===== src/hdl/smd_pkg.sv =====
// ----------------------------------------------------------------------------
// smd_pkg: shared types and constants of the side marker detector
// Register indexes, reset values, counter widths and the structs passed
// between the configuration block, the side detectors and the top level.
// ----------------------------------------------------------------------------
package smd_pkg;

  localparam int unsigned WinW    = 12;
  localparam int unsigned BoostW  = 8;
  localparam int unsigned ArmW    = 16;
  localparam int unsigned DelayW  = 12;
  localparam int unsigned CfgW    = 16;
  localparam int unsigned CfgIdxW = 2;

  localparam int unsigned SideElW = 16;
  localparam int unsigned RunElW  = 17;
  localparam int unsigned StopElW = 13;
  localparam int unsigned LedElW  = 13;
  localparam int unsigned CountW  = 8;

  localparam logic [WinW-1:0]   WindowRst = WinW'(100);
  localparam logic [BoostW-1:0] BoostRst  = BoostW'(255);
  localparam logic [ArmW-1:0]   ArmRst    = ArmW'(35000);
  localparam logic [DelayW-1:0] DelayRst  = DelayW'(300);

  // LED bit positions in the LED state
  localparam int unsigned LedLeft  = 0;
  localparam int unsigned LedRight = 1;

  typedef enum logic [CfgIdxW-1:0] {
    CFG_WINDOW = 2'd0,
    CFG_BOOST  = 2'd1,
    CFG_ARM    = 2'd2,
    CFG_DELAY  = 2'd3
  } cfg_idx_e;

  typedef struct packed {
    logic [WinW-1:0]   window;
    logic [BoostW-1:0] boost;
    logic [ArmW-1:0]   arm;
    logic [DelayW-1:0] delay;
  } cfg_t;

  typedef struct packed {
    logic               gate;
    logic               checking;
    logic [SideElW-1:0] elapsed;
  } side_st_t;

  typedef struct packed {
    side_st_t   st;
    logic       mark;
    logic       crossed;
    logic [1:0] light;
  } side_res_t;

endpackage


===== src/hdl/side_marker_detector_unit.sv =====
// ----------------------------------------------------------------------------
// side_marker_detector_unit: side marker qualification and run control
// Qualifies left and right side marker readings on millisecond ticks, counts
// left marks, selects boost, detects the end mark and requests the stop.
// ----------------------------------------------------------------------------
//
//  Channel  | Handshake               | Word
//  ---------+-------------------------+----------------------------------------
//  in       | in_valid_i / in_stall_o | action, left_side, right_side
//  out      | out_valid_o/out_stall_i | marks, crossing, count, flags, LEDs
//  cfg      | cfg_we_i                | cfg_index_i, cfg_wdata_i
//
//  One word is taken per cycle while in_stall_o is low. A word waits in the
//  input register; the detector state updates as it moves into the output
//  register, where its result is valid and leaves once out_stall_i is low.
//  Reset clears all control state; configuration returns to its defaults.
//  A stalled output word holds the input register; a third word stalls in.
//
module side_marker_detector_unit (
  input  logic                        clk_i,
  input  logic                        rst_ni,
  // input words
  input  logic                        in_valid_i,
  output logic                        in_stall_o,
  input  logic                        action_i,
  input  logic                        left_side_i,
  input  logic                        right_side_i,
  // result words
  output logic                        out_valid_o,
  input  logic                        out_stall_i,
  output logic                        left_mark_o,
  output logic                        right_mark_o,
  output logic                        crossing_o,
  output logic [smd_pkg::CountW-1:0]  mark_count_o,
  output logic                        boost_active_o,
  output logic                        end_seen_o,
  output logic                        stop_request_o,
  output logic                        led_left_o,
  output logic                        led_right_o,
  // configuration
  input  logic                        cfg_we_i,
  input  logic [smd_pkg::CfgIdxW-1:0] cfg_index_i,
  input  logic [smd_pkg::CfgW-1:0]    cfg_wdata_i
);

  smd_pkg::cfg_t cfg;

  smd_cfg u_cfg (
    .clk_i       (clk_i),
    .rst_ni      (rst_ni),
    .cfg_we_i    (cfg_we_i),
    .cfg_index_i (cfg_index_i),
    .cfg_wdata_i (cfg_wdata_i),
    .cfg_o       (cfg)
  );

  // ---------------- input register ----------------
  logic in_vld_q;
  logic act_q, lft_q, rgt_q;
  logic advance;

  // move the held word into the output stage when that stage is free
  assign advance    = in_vld_q && (!out_valid_o || !out_stall_i);
  assign in_stall_o = in_vld_q && !advance;

  always_ff @(posedge clk_i or negedge rst_ni) begin
    if (!rst_ni) begin
      in_vld_q <= 1'b0;
    end else if (!in_stall_o) begin
      in_vld_q <= in_valid_i;
    end
  end

  always_ff @(posedge clk_i) begin
    if (in_valid_i && !in_stall_o) begin
      act_q <= action_i;
      lft_q <= left_side_i;
      rgt_q <= right_side_i;
    end
  end

  // ---------------- detector and run state ----------------
  smd_pkg::side_st_t           lst_q, rst_q;
  logic [smd_pkg::CountW-1:0]  marks_q, marks_d;
  logic                        boost_q, boost_d;
  logic [smd_pkg::RunElW-1:0]  run_el_q, run_el_d;
  logic                        running_q, running_d;
  logic                        end_q, end_d;
  logic [smd_pkg::StopElW-1:0] stop_el_q, stop_el_d;
  logic [1:0]                  led_q, led_d;
  logic [smd_pkg::LedElW-1:0]  led_el_q, led_el_d;
  smd_pkg::side_st_t           lst_d, rst_d;

  smd_pkg::side_res_t lres, rres;
  logic lm, rm, cross_hit;

  smd_side u_left (
    .st_i      (lst_q),
    .own_i     (lft_q),
    .other_i   (rgt_q),
    .own_led_i (2'b01),
    .window_i  (cfg.window),
    .res_o     (lres)
  );

  smd_side u_right (
    .st_i      (rst_q),
    .own_i     (rgt_q),
    .other_i   (lft_q),
    .own_led_i (2'b10),
    .window_i  (cfg.window),
    .res_o     (rres)
  );

  always_comb begin
    lst_d     = lst_q;
    rst_d     = rst_q;
    marks_d   = marks_q;
    boost_d   = boost_q;
    run_el_d  = run_el_q;
    running_d = running_q;
    end_d     = end_q;
    stop_el_d = stop_el_q;
    led_d     = led_q;
    led_el_d  = led_el_q;
    lm        = 1'b0;
    rm        = 1'b0;
    cross_hit = 1'b0;

    if (act_q) begin
      // start of a run: no timer advances, no samples taken
      running_d = 1'b1;
      end_d     = 1'b0;
      marks_d   = '0;
      boost_d   = 1'b0;
      run_el_d  = '0;
    end else begin
      lst_d     = lres.st;
      rst_d     = rres.st;
      lm        = lres.mark;
      rm        = rres.mark;
      cross_hit = lres.crossed | rres.crossed;
      run_el_d  = (&run_el_q)  ? run_el_q  : run_el_q + 1'b1;
      stop_el_d = (&stop_el_q) ? stop_el_q : stop_el_q + 1'b1;
      led_el_d  = (&led_el_q)  ? led_el_q  : led_el_q + 1'b1;

      // any lighting restarts the LED hold time
      if (|(lres.light | rres.light)) begin
        led_d    = led_q | lres.light | rres.light;
        led_el_d = '0;
      end

      if (running_q && lm) begin
        marks_d = (&marks_q) ? marks_q : marks_q + 1'b1;
        if (marks_d >= cfg.boost) begin
          boost_d = 1'b1;
        end
      end

      // end mark arms after the arm time; stop follows the delay after end
      if (running_q && (run_el_d > smd_pkg::RunElW'(cfg.arm))) begin
        if (rm && !end_q) begin
          end_d     = 1'b1;
          stop_el_d = '0;
        end else if (end_q && (stop_el_d > smd_pkg::StopElW'(cfg.delay))) begin
          running_d = 1'b0;
        end
      end

      if ((|led_d) && (led_el_d > smd_pkg::LedElW'(cfg.window))) begin
        led_d = 2'b00;
      end
    end
  end

  always_ff @(posedge clk_i or negedge rst_ni) begin
    if (!rst_ni) begin
      lst_q     <= '{gate: 1'b0, checking: 1'b0, elapsed: '1};
      rst_q     <= '{gate: 1'b0, checking: 1'b0, elapsed: '1};
      marks_q   <= '0;
      boost_q   <= 1'b0;
      run_el_q  <= '0;
      running_q <= 1'b0;
      end_q     <= 1'b0;
      stop_el_q <= '0;
      led_q     <= 2'b00;
      led_el_q  <= '0;
    end else if (advance) begin
      lst_q     <= lst_d;
      rst_q     <= rst_d;
      marks_q   <= marks_d;
      boost_q   <= boost_d;
      run_el_q  <= run_el_d;
      running_q <= running_d;
      end_q     <= end_d;
      stop_el_q <= stop_el_d;
      led_q     <= led_d;
      led_el_q  <= led_el_d;
    end
  end

  // ---------------- output register ----------------
  logic out_vld_q;

  always_ff @(posedge clk_i or negedge rst_ni) begin
    if (!rst_ni) begin
      out_vld_q <= 1'b0;
    end else if (!out_vld_q || !out_stall_i) begin
      out_vld_q <= in_vld_q;
    end
  end

  always_ff @(posedge clk_i) begin
    if (advance) begin
      left_mark_o    <= lm;
      right_mark_o   <= rm;
      crossing_o     <= cross_hit;
      mark_count_o   <= marks_d;
      boost_active_o <= boost_d;
      end_seen_o     <= end_d;
      stop_request_o <= end_d && !running_d;
      led_left_o     <= led_d[smd_pkg::LedLeft];
      led_right_o    <= led_d[smd_pkg::LedRight];
    end
  end

  assign out_valid_o = out_vld_q;

endmodule


===== src/hdl/smd_cfg.sv =====
// ----------------------------------------------------------------------------
// smd_cfg: configuration registers
// Four write-only registers loaded through a plain write port.
// ----------------------------------------------------------------------------
module smd_cfg (
  input  logic                        clk_i,
  input  logic                        rst_ni,
  input  logic                        cfg_we_i,
  input  logic [smd_pkg::CfgIdxW-1:0] cfg_index_i,
  input  logic [smd_pkg::CfgW-1:0]    cfg_wdata_i,
  output smd_pkg::cfg_t               cfg_o
);

  smd_pkg::cfg_t cfg_q;

  always_ff @(posedge clk_i or negedge rst_ni) begin
    if (!rst_ni) begin
      cfg_q.window <= smd_pkg::WindowRst;
      cfg_q.boost  <= smd_pkg::BoostRst;
      cfg_q.arm    <= smd_pkg::ArmRst;
      cfg_q.delay  <= smd_pkg::DelayRst;
    end else if (cfg_we_i) begin
      case (smd_pkg::cfg_idx_e'(cfg_index_i))
        smd_pkg::CFG_WINDOW: cfg_q.window <= cfg_wdata_i[smd_pkg::WinW-1:0];
        smd_pkg::CFG_BOOST:  cfg_q.boost  <= cfg_wdata_i[smd_pkg::BoostW-1:0];
        smd_pkg::CFG_ARM:    cfg_q.arm    <= cfg_wdata_i[smd_pkg::ArmW-1:0];
        smd_pkg::CFG_DELAY:  cfg_q.delay  <= cfg_wdata_i[smd_pkg::DelayW-1:0];
        default: ;
      endcase
    end
  end

  assign cfg_o = cfg_q;

endmodule


===== src/hdl/smd_side.sv =====
// ----------------------------------------------------------------------------
// smd_side: one side marker detector
// Next state of one side for a tick: open window, crossing, confirmed mark, gate release.
// ----------------------------------------------------------------------------
module smd_side (
  input  smd_pkg::side_st_t          st_i,
  input  logic                       own_i,
  input  logic                       other_i,
  input  logic [1:0]                 own_led_i,
  input  logic [smd_pkg::WinW-1:0]   window_i,
  output smd_pkg::side_res_t         res_o
);

  logic [smd_pkg::SideElW-1:0] el;
  logic [smd_pkg::SideElW-1:0] win_ext;
  logic                        in_win;

  always_comb begin
    // advance elapsed, saturating
    el      = (&st_i.elapsed) ? st_i.elapsed : st_i.elapsed + 1'b1;
    win_ext = smd_pkg::SideElW'(window_i);
    in_win  = (el < win_ext);

    res_o.st       = st_i;
    res_o.st.elapsed = el;
    res_o.mark     = 1'b0;
    res_o.crossed  = 1'b0;
    res_o.light    = 2'b00;

    if (own_i && !st_i.gate) begin
      res_o.st.gate     = 1'b1;
      res_o.st.checking = 1'b1;
      res_o.st.elapsed  = '0;
    end else if (in_win && other_i) begin
      res_o.st.checking = 1'b0;
      res_o.crossed     = 1'b1;
      res_o.light       = 2'b11;
    end else if (!in_win && st_i.checking) begin
      res_o.st.checking = 1'b0;
      res_o.mark        = 1'b1;
      res_o.light       = own_led_i;
    end else if (el > win_ext) begin
      res_o.st.gate = 1'b0;
    end
  end

endmodule


===== config.mk =====
export PLATFORM = sky130hd
export DESIGN_NAME = side_marker_detector_unit
export DESIGN_NICKNAME = d
export VERILOG_FILES = /design/src/hdl/smd_pkg.sv /design/src/hdl/side_marker_detector_unit.sv /design/src/hdl/smd_cfg.sv /design/src/hdl/smd_side.sv
export SDC_FILE = /design/constraint.sdc
export NUM_CORES = 1
export LEC_CHECK = 0
export ABC_AREA = 1
export BUFFER_PORTS_ARGS = -buffer_cell sky130_fd_sc_hd__buf_2
export CAP_MARGIN = 30
export CORE_MARGIN = 2
export CORE_UTILIZATION = 31
export CTS_CLUSTER_DIAMETER = 150
export DETAILED_ROUTE_END_ITERATION = 12
export PLACE_DENSITY = 0.49
export SYNTH_ARGS = -nofsm -noshare
export SYNTH_HDL_FRONTEND = slang
export SYNTH_SLANG_ARGS = --single-unit

===== constraint.sdc =====
create_clock -name clk_i -period 13.7 [get_ports clk_i]
set_clock_uncertainty 0.15 [all_clocks]
set_input_delay 2.055 -clock clk_i [delete_from_list [all_inputs] [get_ports clk_i]]
set_output_delay 2.055 -clock clk_i [all_outputs]
set_load 0.03 [all_outputs]

# After elaboration in Yosys (flattened, before gate mapping)
# Cells that the tools add are included.
op_classes:
  n_addsub: 6
  order_cmp: 8
  eq_ne: 7
  muxes: 53
  n_bitwise: 5
  reduce_logical: 48
op_table:
  columns: ["op", "count"]
  rows:
  - ["13-bit 2-to-1 mux", 6]
  - ["16-bit 2-to-1 mux", 4]
  - ["17-bit 2-to-1 mux", 2]
  - ["16-bit by 1-bit adder with 16-bit output (second input constant)", 2]
  - ["16-bit by 12-bit greater-than comparator with 1-bit output", 2]
  - ["16-bit by 12-bit < comparator with 1-bit output", 2]
  - ["16-bit AND reduction", 2]
  - ["1-bit 2-to-1 mux", 27]
  - ["13-bit by 1-bit adder with 13-bit output (second input constant)", 2]
  - ["13-bit by 12-bit greater-than comparator with 1-bit output", 2]
  - ["13-bit AND reduction", 2]
  - ["8-bit 2-to-1 mux", 3]
  - ["2-bit 2-to-1 mux", 9]
  - ["17-bit by 1-bit adder with 17-bit output (second input constant)", 1]
  - ["17-bit by 16-bit greater-than comparator with 1-bit output", 1]
  - ["17-bit AND reduction", 1]
  - ["1-bit logical AND", 15]
  - ["1-bit zero test", 10]
  - ["2-bit AND reduction", 5]
  - ["5-bit AND reduction", 2]
  - ["8-bit by 1-bit adder with 8-bit output (second input constant)", 1]
  - ["8-bit >= comparator", 1]
  - ["4-bit 2-to-1 mux", 2]
  - ["2-bit by 1-bit inequality test with 1-bit output (second input constant)", 4]
  - ["12 further kinds", 19]
totals:
  reg_bits: 161
  in_bits: 26

# Logic depth before layout (Yosys ltp)
# Gate-level depths: netlist of the first run.
logic_depth:
  depth_word: 16
  depth_mapped: 39
  ltp_nobuf: 39

# Hierarchy
# Synthesis of the first run repeated with hierarchy kept, for this count alone.
hier_totals:
  hier_cells: 1529
  hier_area_um2: 11134.4
by_module_without_submodules:
  columns: ["module", "n_inst", "cells_per_inst", "area_per_inst_um2", "seq_area_each_um2"]
  rows:
  - ["side_marker_detector_unit", 1, 897, 6912.9, 2962.8]
  - ["smd_side", 2, 208, 1109.8, 0.0]
  - ["smd_cfg", 1, 216, 2001.9, 1227.4]

# Worst setup path before layout of the first run
# OpenSTA, ideal clock, no wires.
synth_timing:
  kind: "input to output"
  start: "input out_stall_i"
  end: "output in_stall_o"
  arrival_time_ns: 2.564
  required_ns: 11.495
  setup_slack_ns: 8.931
  cell_stages: 2
  path_buffers: 0
  path_cell_list: "nand2_1 > nor2_1"
synth_between:
  elab_chain_len: 5
synth_rtl:
  columns: ["element", "line", "text"]
  rows:
  - ["from (decl)", "side_marker_detector_unit.sv:30", "input logic out_stall_i,"]
  - ["1-bit zero test", "side_marker_detector_unit.sv:63", "assign advance = in_vld_q && (!out_valid_o || !out_stall_i);"]
  - ["1-bit logical OR", "side_marker_detector_unit.sv:63", null]
  - ["1-bit logical AND", "side_marker_detector_unit.sv:63", null]
  - ["1-bit zero test", "side_marker_detector_unit.sv:64", "assign in_stall_o = in_vld_q && !advance;"]
  - ["1-bit logical AND", "side_marker_detector_unit.sv:64", null]
  - ["to (decl)", "side_marker_detector_unit.sv:24", "output logic in_stall_o,"]
# No other way between the ends.

# Worst setup path in the final report of the first run
layout_timing:
  start: "register rst_q[0] in the netlist's numbering"
  end: "register led_left_o (data pin)"
layout_between:
  elab_chain_len: 16
  word_cells_on_any_way: 22
  cone_classes: "1 x add/sub; 2 x order compare; 10 x mux; 2 x bitwise; 7 x reduce/logical"
layout_rtl:
  columns: ["element", "line", "text"]
  rows:
  - ["from (decl)", "side_marker_detector_unit.sv:83", "smd_pkg::side_st_t lst_q, rst_q;"]
  - ["from (signal assigned)", "side_marker_detector_unit.sv:179", "rst_q <= '{gate: 1'b0, checking: 1'b0, elapsed: '1};"]
  - ["from (signal assigned)", "side_marker_detector_unit.sv:190", "rst_q <= rst_d;"]
  - ["16-bit by 1-bit adder with 16-bit output / 16-bit AND reduction (equally long branches)", "smd_side.sv:20", "el = (&st_i.elapsed) ? st_i.elapsed : st_i.elapsed + 1'b1;"]
  - ["16-bit 2-to-1 mux *", "smd_side.sv:20", null]
  - ["16-bit by 12-bit < comparator with 1-bit output *", "smd_side.sv:22", "in_win = (el < win_ext);"]
  - ["1-bit zero test", "smd_side.sv:38", "end else if (!in_win && st_i.checking) begin"]
  - ["1-bit logical AND", "smd_side.sv:38", null]
  - ["2-bit 2-to-1 mux", "smd_side.sv:38", null]
  - ["2-bit 2-to-1 mux *", "smd_side.sv:34", "end else if (in_win && other_i) begin"]
  - ["4-bit 2-to-1 mux *", "smd_side.sv:30", "if (own_i && !st_i.gate) begin"]
  - ["2-bit bitwise OR", "side_marker_detector_unit.sv:148", "if (|(lres.light | rres.light)) begin"]
  - ["2-bit OR reduction", "side_marker_detector_unit.sv:148", null]
  - ["13-bit 2-to-1 mux / 2-bit 2-to-1 mux (equally long branches)", "side_marker_detector_unit.sv:148", null]
  - ["13-bit 2-to-1 mux / 2-bit 2-to-1 mux (equally long branches)", "side_marker_detector_unit.sv:130", "if (act_q) begin"]
  - ["13-bit by 12-bit greater-than comparator with 1-bit output / 2-bit OR reduction (equally long branches)", "side_marker_detector_unit.sv:170", "if ((|led_d) && (led_el_d > smd_pkg::LedElW'(cfg.window))) begin"]
  - ["1-bit logical AND", "side_marker_detector_unit.sv:170", null]
  - ["2-bit 2-to-1 mux *", "side_marker_detector_unit.sv:170", null]
  - ["2-bit 2-to-1 mux *", "side_marker_detector_unit.sv:130", null]
  - ["via led_d[0]", "side_marker_detector_unit.sv:90", "logic [1:0] led_q, led_d;"]
  - ["to (signal assigned)", "side_marker_detector_unit.sv:222", "led_left_o <= led_d[smd_pkg::LedLeft];"]
  - ["to (decl)", "side_marker_detector_unit.sv:38", "output logic led_left_o,"]
# The timed path passes the listed nets; every way through them passes the cells marked *. The select of a mux whose other input is x is not followed.
# A chain may end at the register's enable or synchronous reset.

==> run summary, run 1 <==
fin crit period: 5.05 ns
overflow left after global routing: 0
register bit count reported by yosys: 161
CP Max Fanout: 8
storage element area: 4190 sq um
maximum number of pins on one net before global-route repair: 80
IR Drop Worst-Case VDD: 0.0000946 V
x dimension of the die: 187 um
Placement Rows: 67
share of async-settable or async-resettable flops after synthesis: 88.2%
worst hold slack after final layout: 0.324 ns
count of endpoints failing hold in the final timing report: 0
reg-to-reg setup timing slack: 8.65 ns
R2R Path Start: rst_q[0]
starting DRC count in detailed routing: 556
latest clock arrival within the worst-skew pair: 0.44 ns
leading cell types in the layout, fill and taps excluded: nand2_1, inv_1, nor2_1
number of different library cells in the post-synthesis netlist: 45
Final Max Tran Viols: 0
actual transition at the worst max-transition pin: 0.891 ns
CP Class: reg2reg
number of top-level pins: 44
largest area contributor in the netlist: dfrtp_1
static leakage: 5.68 nW
clock buffer depth: 2
cell chosen for the clock root: clkbuf_16
Worst R2R Path Depth: 35
arrival time at the worst endpoint: 5.09 ns
total core area: 33300 sq um
classification of the worst-slack hold path: reg2reg
Crit path required time: 13.74 ns
depth of the worst hold-timing path: 2
area of the die: 35000 sq um
final WL: 26600 um
Critical Path End Type: register
TritonCTS Buffers: 17
Gate power share: 34.3%
total via count after detailed routing: 8667
mean area per synthesized cell: 7.54 sq um
fraction of power consumed by sequential logic: 37.6%
effective utilization at floorplan: 31.3%
total clock sinks: 161
# Max-Cap Violations: 0
Top FF cell, synth: dfrtp_1
detailed-placement wirelength estimate: 19700 um
number of antenna violations at the first check in global routing: 0
net count after synthesis: 1485
period utilisation layout: 36.8%
multi-input combinational cell area: 5140 sq um
vias in the first global route: 8637
Placement Setup Slack: 8.65 ns
number of design rule violations left after detail routing: 0
worst max-slew margin expressed relative to the limit: 40.4%
area growth from synthesis to layout: 12.7%
DP Cell Count: 1849
switching power: 0.690 mW
endpoint of the lowest-slack register-to-register path: led_left_o
leading cell type in the layout, fill and taps excluded: nand2_1
sequential share of the synthesized area: 40.3%
worst setup path end: led_left_o
clock input transition at the sequential cells of the worst setup and hold paths: 0.07 ns
top-area cell type share of the netlist area: 21.4%
Area contributors post-synth: dfrtp_1, dfstp_2, nand2_1, ha_1, inv_1
switching part of the total: 38.4%
Final Non-Filler Cells: 1881
internal power summed over all cells: 1.11 mW
final antenna-violating net count: 0
post-layout net count: 1524
maximum frequency from static timing analysis: 198 MHz
Port Buffer Count: 43
Critical Path Start: rst_q[0]
post-synthesis instance total: 1381
cell area after synthesis: 10400 sq um
CTS HTree Levels: 4
Critical-path top delay cell: dfstp_2
global-route wire length before repair: 44400 um
Final Worst Setup Slack: 8.65 ns
fraction of final layout cells with drive strength greater than 1: 12.2%
yosys synthesis warning count: 0
Worst path max stage delay: 0.55 ns
Fill cells: 3564
number of search-and-repair iterations in the first detailed-routing pass: 5
setup_tns: 0 ns
startpoint kind of the worst setup timing path: register
outcome: complete, no violations
clock tree from TritonCTS: done
unrepaired setup endpoints after global routing: no
number of diodes: 0
final RePlAce weighted congestion: 0.844
GR Util All Layers: 15.9%
number of gates given a new drive strength after cts: 0
quantity of hold-fixing buffers added after cts: 0
DIE HEIGHT: 187 um
number of enable-type register cells in the synthesized netlist: 19
setup violation total in the final timing report: 0
average wire per standard cell: 14.2 um
# Post-CTS Setup Buffers: 0
power density of the placed cells: 153 nW/um^2
dominant cell type by count on the critical path: nand2_1
Clock power frac: 28.1%
via density per instance: 4.61
[per-stage QoR]
step / total power [mW] / util (%) / cell area (sq um)
6_report: 1.80 / 35.2 / 11700
5_1_grt: 1.95 / 35.2 / 11700
4_1_cts: 1.82 / 35.2 / 11700
3_5_place_dp: 1.30 / 33.4 / 11100
3_3_place_gp: 1.29 / 33.4 / 11100
2_1_floorplan: 1.13 / - / 10400
[registers in the layout, indices dropped and copies added, names as in the netlist, 2 cells and up]
name,cells
run_el_q,17
stop_el_q,13
led_el_q,13
rst_q,18
lst_q,18
led_q,2
mark_count_o,8
marks_q,8
u_cfg.cfg_o,48
[per-layer routing]
metal | global-route usage (%) | share of wire (%) | vias up
met5 | 0 | 0 | -
met4 | 3.88 | 1.2 | 0
met3 | 2.46 | 2.7 | 16
met2 | 27.2 | 48 | 129
met1 | 21.1 | 48 | 3996
li1 | - | - | 4526
[logic make-up (layout without fill, tap and decap cells)]
kind of cell,after synthesis,count (layout),share of synthesized area (%)
XOR/XNOR,42,42,3.53
buffers and inverters,286,338,10.4
flip-flops,161,161,40.3
AO/OA/AOI/OAI,216,216,11.3
adder cells (fa/ha/maj),78,78,9.38
AND/OR/NAND/NOR,598,598,25.1
[critical path: cells and delay by family, from the launching register on]
kind	cells	cell delay [ns]
AND/OR/NAND/NOR	21	1.91
adder cells (fa/ha/maj)	3	0.79
AO/OA/AOI/OAI	5	0.74
XOR/XNOR	1	0.17
flip-flops	1	0.55
buffers and inverters	5	0.47
[Yosys cell counts (2+ instances only)]
cell type	n
nand3b_1	2
nand2_1	325
dfrtp_1	89
a21oi_2	2
nand2_2	9
o21ai_0	101
o21a_1	5
xor2_1	40
or2_2	2
clkbuf_1	26
inv_1	255
nor3_1	22
a21oi_1	56
o21bai_1	2
nor2_4	2
o211ai_1	5
nor3_2	4
nand3_2	9
nand4_1	26
edfxtp_1	19
inv_2	2
dfstp_2	53
nor4_1	6
xnor2_1	2
o22ai_1	24
nor2_1	117
ha_1	78
o21ai_1	11
buf_2	2
nand3_1	61
nor2_2	10
[layout make-up]
cell class	count	area share (%)
multi-input cells	934	43.9
flip-flops and latches	161	35.7
clock inverters	12	1.22
clock buffers	20	3.91
repair buffers	49	2.27
inverters	257	8.23
well taps	448	4.78
[worst min path at each step]
| stage | slack, ns | start | endpoint |
|---|---|---|---|
| 4_1_cts | 0.33 | lst_q[16] | lst_q[16] |
| 3_5_place_dp | 0.31 | lst_q[16] | lst_q[16] |
| 2_1_floorplan | 0.29 | led_q[1] | led_q[1] |
| 3_3_place_gp | 0.31 | led_q[1] | led_q[1] |
| 5_1_grt | 0.35 | u_cfg.cfg_o[46] | u_cfg.cfg_o[46] |
| 6_report | 0.32 | lst_q[16] | lst_q[16] |
[power by group through the flow]
stage | sequential (mW) | clock, mW | combinational (mW)
floorplan | 0.684 | 0 | 0.446
global placement | 0.682 | 0 | 0.612
detailed placement | 0.683 | 0 | 0.621
CTS | 0.676 | 0.519 | 0.625
global route | 0.689 | 0.538 | 0.720
finish | 0.676 | 0.505 | 0.615
Note: power is estimated with default switching activity, not from simulation.
==> run 2: changes to the inputs <==
--- a/config.mk
+++ b/config.mk
@@ -5,7 +5,7 @@
 export SDC_FILE = /design/constraint.sdc
 export NUM_CORES = 1
 export LEC_CHECK = 0
-export ABC_AREA = 1
+export ABC_AREA = 0
 export BUFFER_PORTS_ARGS = -buffer_cell sky130_fd_sc_hd__buf_2
 export CAP_MARGIN = 30
 export CORE_MARGIN = 2
==> constraint.sdc (replaced) <==
create_clock -name clk_i -period 4.7 [get_ports clk_i]
set_clock_uncertainty 0.15 [all_clocks]
set_input_delay 0.705 -clock clk_i [delete_from_list [all_inputs] [get_ports clk_i]]
set_output_delay 0.705 -clock clk_i [all_outputs]
set_load 0.03 [all_outputs]
==> run 2 against run 1 <==
The flow now finishes with violations (negative setup slack); worst setup slack worse by 8.8 ns; first-iteration DRC count down 20%; sequential share of layout area down 3.0 points; die area down 1.6%; fmax up 3.5%; area after synthesis down 1.6%; critical endpoint is now led_right_o; critical path depth down 12; clock-buffer cell count down 2; sequential power rose to 2.6 times the previous value; power rose to 2.6 times the previous value; non-clock buffer count up 127; synthesized cell count down 20%.
==> run summary, run 2 <==
actual transition at the worst max-transition pin: 0.942 ns
number of enable-type register cells in the synthesized netlist: 19
IR Drop Worst-Case VDD: 0.000203 V
Placement Rows: 66
average wire per standard cell: 15.9 um
compound-cell area share of the yosys netlist: 15.2%
x dimension of the die: 186 um
leading cell types in the layout, fill and taps excluded: nand2_1, buf_4, dfrtp_1
cells along the critical path: ha_4, nand3_4, nor2_4, a21oi_2, nor3b_4, nand3_2, xnor2_1, ha_1, and4_1, a221oi_2, nand4_1, or3b_4, nand4_4, a21oi_2, a21boi_1, ha_1, a21oi_2, nor2b_1, o21ai_1, o2111ai_1, and3_4, a31oi_4, o31a_1
GR Util All Layers: 16.6%
maximum number of pins on one net before global-route repair: 77
worst hold slack after final layout: 0.0919 ns
cell area after synthesis: 10200 sq um
dominant cell type by count on the critical path: a21oi_2
Final Max Tran Viols: 0
setup_tns: -0.600 ns
startpoint kind of the worst setup timing path: register
Worst R2R Path Depth: 23
Critical-path top delay cell: or3b_4
PnR Total Power: 4.61 mW
Critical Path End Type: register
largest area contributor in the netlist: dfrtp_1
vias in the first global route: 8392
latest clock arrival within the worst-skew pair: 0.44 ns
via density per instance: 5.01
post-synthesis instance total: 1111
clock tree from TritonCTS: done
detailed-placement wirelength estimate: 19500 um
classification of the worst-slack hold path: in2async
total clock sinks: 161
cell chosen for the clock root: clkbuf_16
setup violation total in the final timing report: 4
share of async-settable or async-resettable flops after synthesis: 88.2%
number of top-level pins: 44
CP Max Fanout: 5
main combinational cell family by area after synthesis: simple AND/OR/NAND/NOR gates
Crit path required time: 4.86 ns
final RePlAce weighted congestion: 0.829
number of diodes: 0
unrepaired setup endpoints after global routing: yes
global-route wire length before repair: 44500 um
number of different library cells in the post-synthesis netlist: 67
worst max-slew margin expressed relative to the limit: 37.1%
XOR/XNOR Fraction of Synth Area: 4.62%
total via count after detailed routing: 8565
post-layout net count: 1357
clock buffer depth: 2
overflow left after global routing: 0
effective utilization at floorplan: 31.5%
CP Class: reg2reg
net count after synthesis: 1215
Port Buffer Count: 43
adder-cell area share of the yosys netlist: 9.53%
leading cell type in the layout, fill and taps excluded: nand2_1
maximum frequency from static timing analysis: 205 MHz
static leakage: 5.63 nW
mean area per synthesized cell: 9.22 sq um
clock input transition at the sequential cells of the worst setup and hold paths: 0.08 ns
area growth from synthesis to layout: 24.9%
period utilisation layout: 104%
share of synthesized area spent on multiplexers: 6.07%
fraction of final layout cells with drive strength greater than 1: 28.0%
number of design rule violations left after detail routing: 0
starting DRC count in detailed routing: 447
count of endpoints failing hold in the final timing report: 0
top-area cell type share of the netlist area: 21.7%
total core area: 32500 sq um
power density of the placed cells: 360 nW/um^2
arrival time at the worst endpoint: 5.03 ns
TritonCTS Buffers: 17
fin crit period: 4.87 ns
number of search-and-repair iterations in the first detailed-routing pass: 5
top cells by instance count after synthesis: nand2_1, dfrtp_1, ha_1
register bit count reported by yosys: 161
Area contributors post-synth: dfrtp_1, dfstp_2, ha_1, edfxtp_1, nand2_1
Worst path max stage delay: 0.45 ns
Final Worst Setup Slack: -0.174 ns
yosys synthesis warning count: 0
violated checks: negative setup slack
quantity of hold-fixing buffers added after cts: 0
CTS HTree Levels: 4
sequential share of the synthesized area: 40.9%
DIE HEIGHT: 186 um
area of the die: 34500 sq um
Placement Setup Slack: -0.297 ns
final WL: 27200 um
Top FF cell, synth: dfrtp_1
number of flip-flops in the largest register: 48
leading cell type by number of instances after synthesis: nand2_1
synthesized-area fraction occupied by and/or/nand/nor cells: 19.0%
outcome: complete, but fails checks
number of antenna violations at the first check in global routing: 0
final antenna-violating net count: 0
# Max-Cap Violations: 0
[run 2: cell types whose count changed in the layout (fill, tap and decap cells not counted), sizes merged, moves of 39 or more]
cell	change
buf	+127
inv	-188
mux2	+41
nand2	-202
nor2	-64
o21ai	-39
[run 2: layout make-up]
cell class / instances / area [sq um]
tap: 442 / 553
clock buffer: 18 / 450
multi-input combinational: 828 / 5880
clock inverter: 14 / 158
timing repair buffer: 176 / 1300
fill: 3270 / 19700
inverter: 69 / 259
sequential: 161 / 4190
[run 2: power breakdown]
group / internal, mW / leakage, nW / switching [mW]
sequential: 1.64 / 1.87 / 0.154
combinational: 0.627 / 3.47 / 0.742
clock: 0.749 / 0.301 / 0.697
total: 3.01 / 5.63 / 1.59
[run 2: cell families (layout without fill, tap and decap cells)]
group                      Yosys count  after routing
xor gates and xnor gates            54             54
and+or+nand+nor                    389            389
DFF                                161            161
adders and majority gates           78             78
buffers and inverters              122            277
AOI/OAI and AO/OA                  250            250
muxes                               57             57
[run 2: path summary, 6_finish.rpt]
check	end	startpoint	slack, ns
hold reg to reg	lst_q[16]	lst_q[16]	0.34
hold / removal	run_el_q[10]	rst_ni	0.09
setup / recovery	led_right_o	rst_q[0]	-0.17
setup reg to reg	led_right_o	rst_q[0]	-0.17
min in group clk_i	rgt_q	right_side_i	0.29
max in group asynchronous	lst_q[4]	rst_ni	3.41
[run 2: critical path: cells and delay by family, from the launching register on]
kind	cells	cell delay (ns)
simple gates	10	1.88
compound gates	9	1.34
fa+ha+maj	3	0.77
xor+xnor	1	0.20
flops	1	0.41
[run 2: routing by layer]
metal / share of wire [%] / track usage [%] / vias up / wire, um
li1: - / - / 4284 / -
met1: 51 / 23.1 / 4130 / 13700
met2: 46 / 27.0 / 130 / 12500
met3: 2.4 / 2.45 / 21 / 663
met4: 1.0 / 4.03 / 0 / 281
met5: 0 / 0 / - / 0
[run 2: repair_timing]
action | CTS | global route
endpoints found under the setup margin | 4 | 4
resized for setup | 12 | 14
setup buffers | 15 | 7
gates cloned | 1 | 0
pin swaps | 8 | 10
[run 2: through the flow]
stage / instances / cell area [sq um] / utilization, %
after floorplan: 1111 / 10500 / -
after global placement: 1653 / 11900 / 36.4
after detailed placement: 1653 / 11900 / 36.4
after CTS: 1701 / 12700 / 38.9
after global routing: 1708 / 12800 / 39.3
final: 1708 / 12800 / 39.3
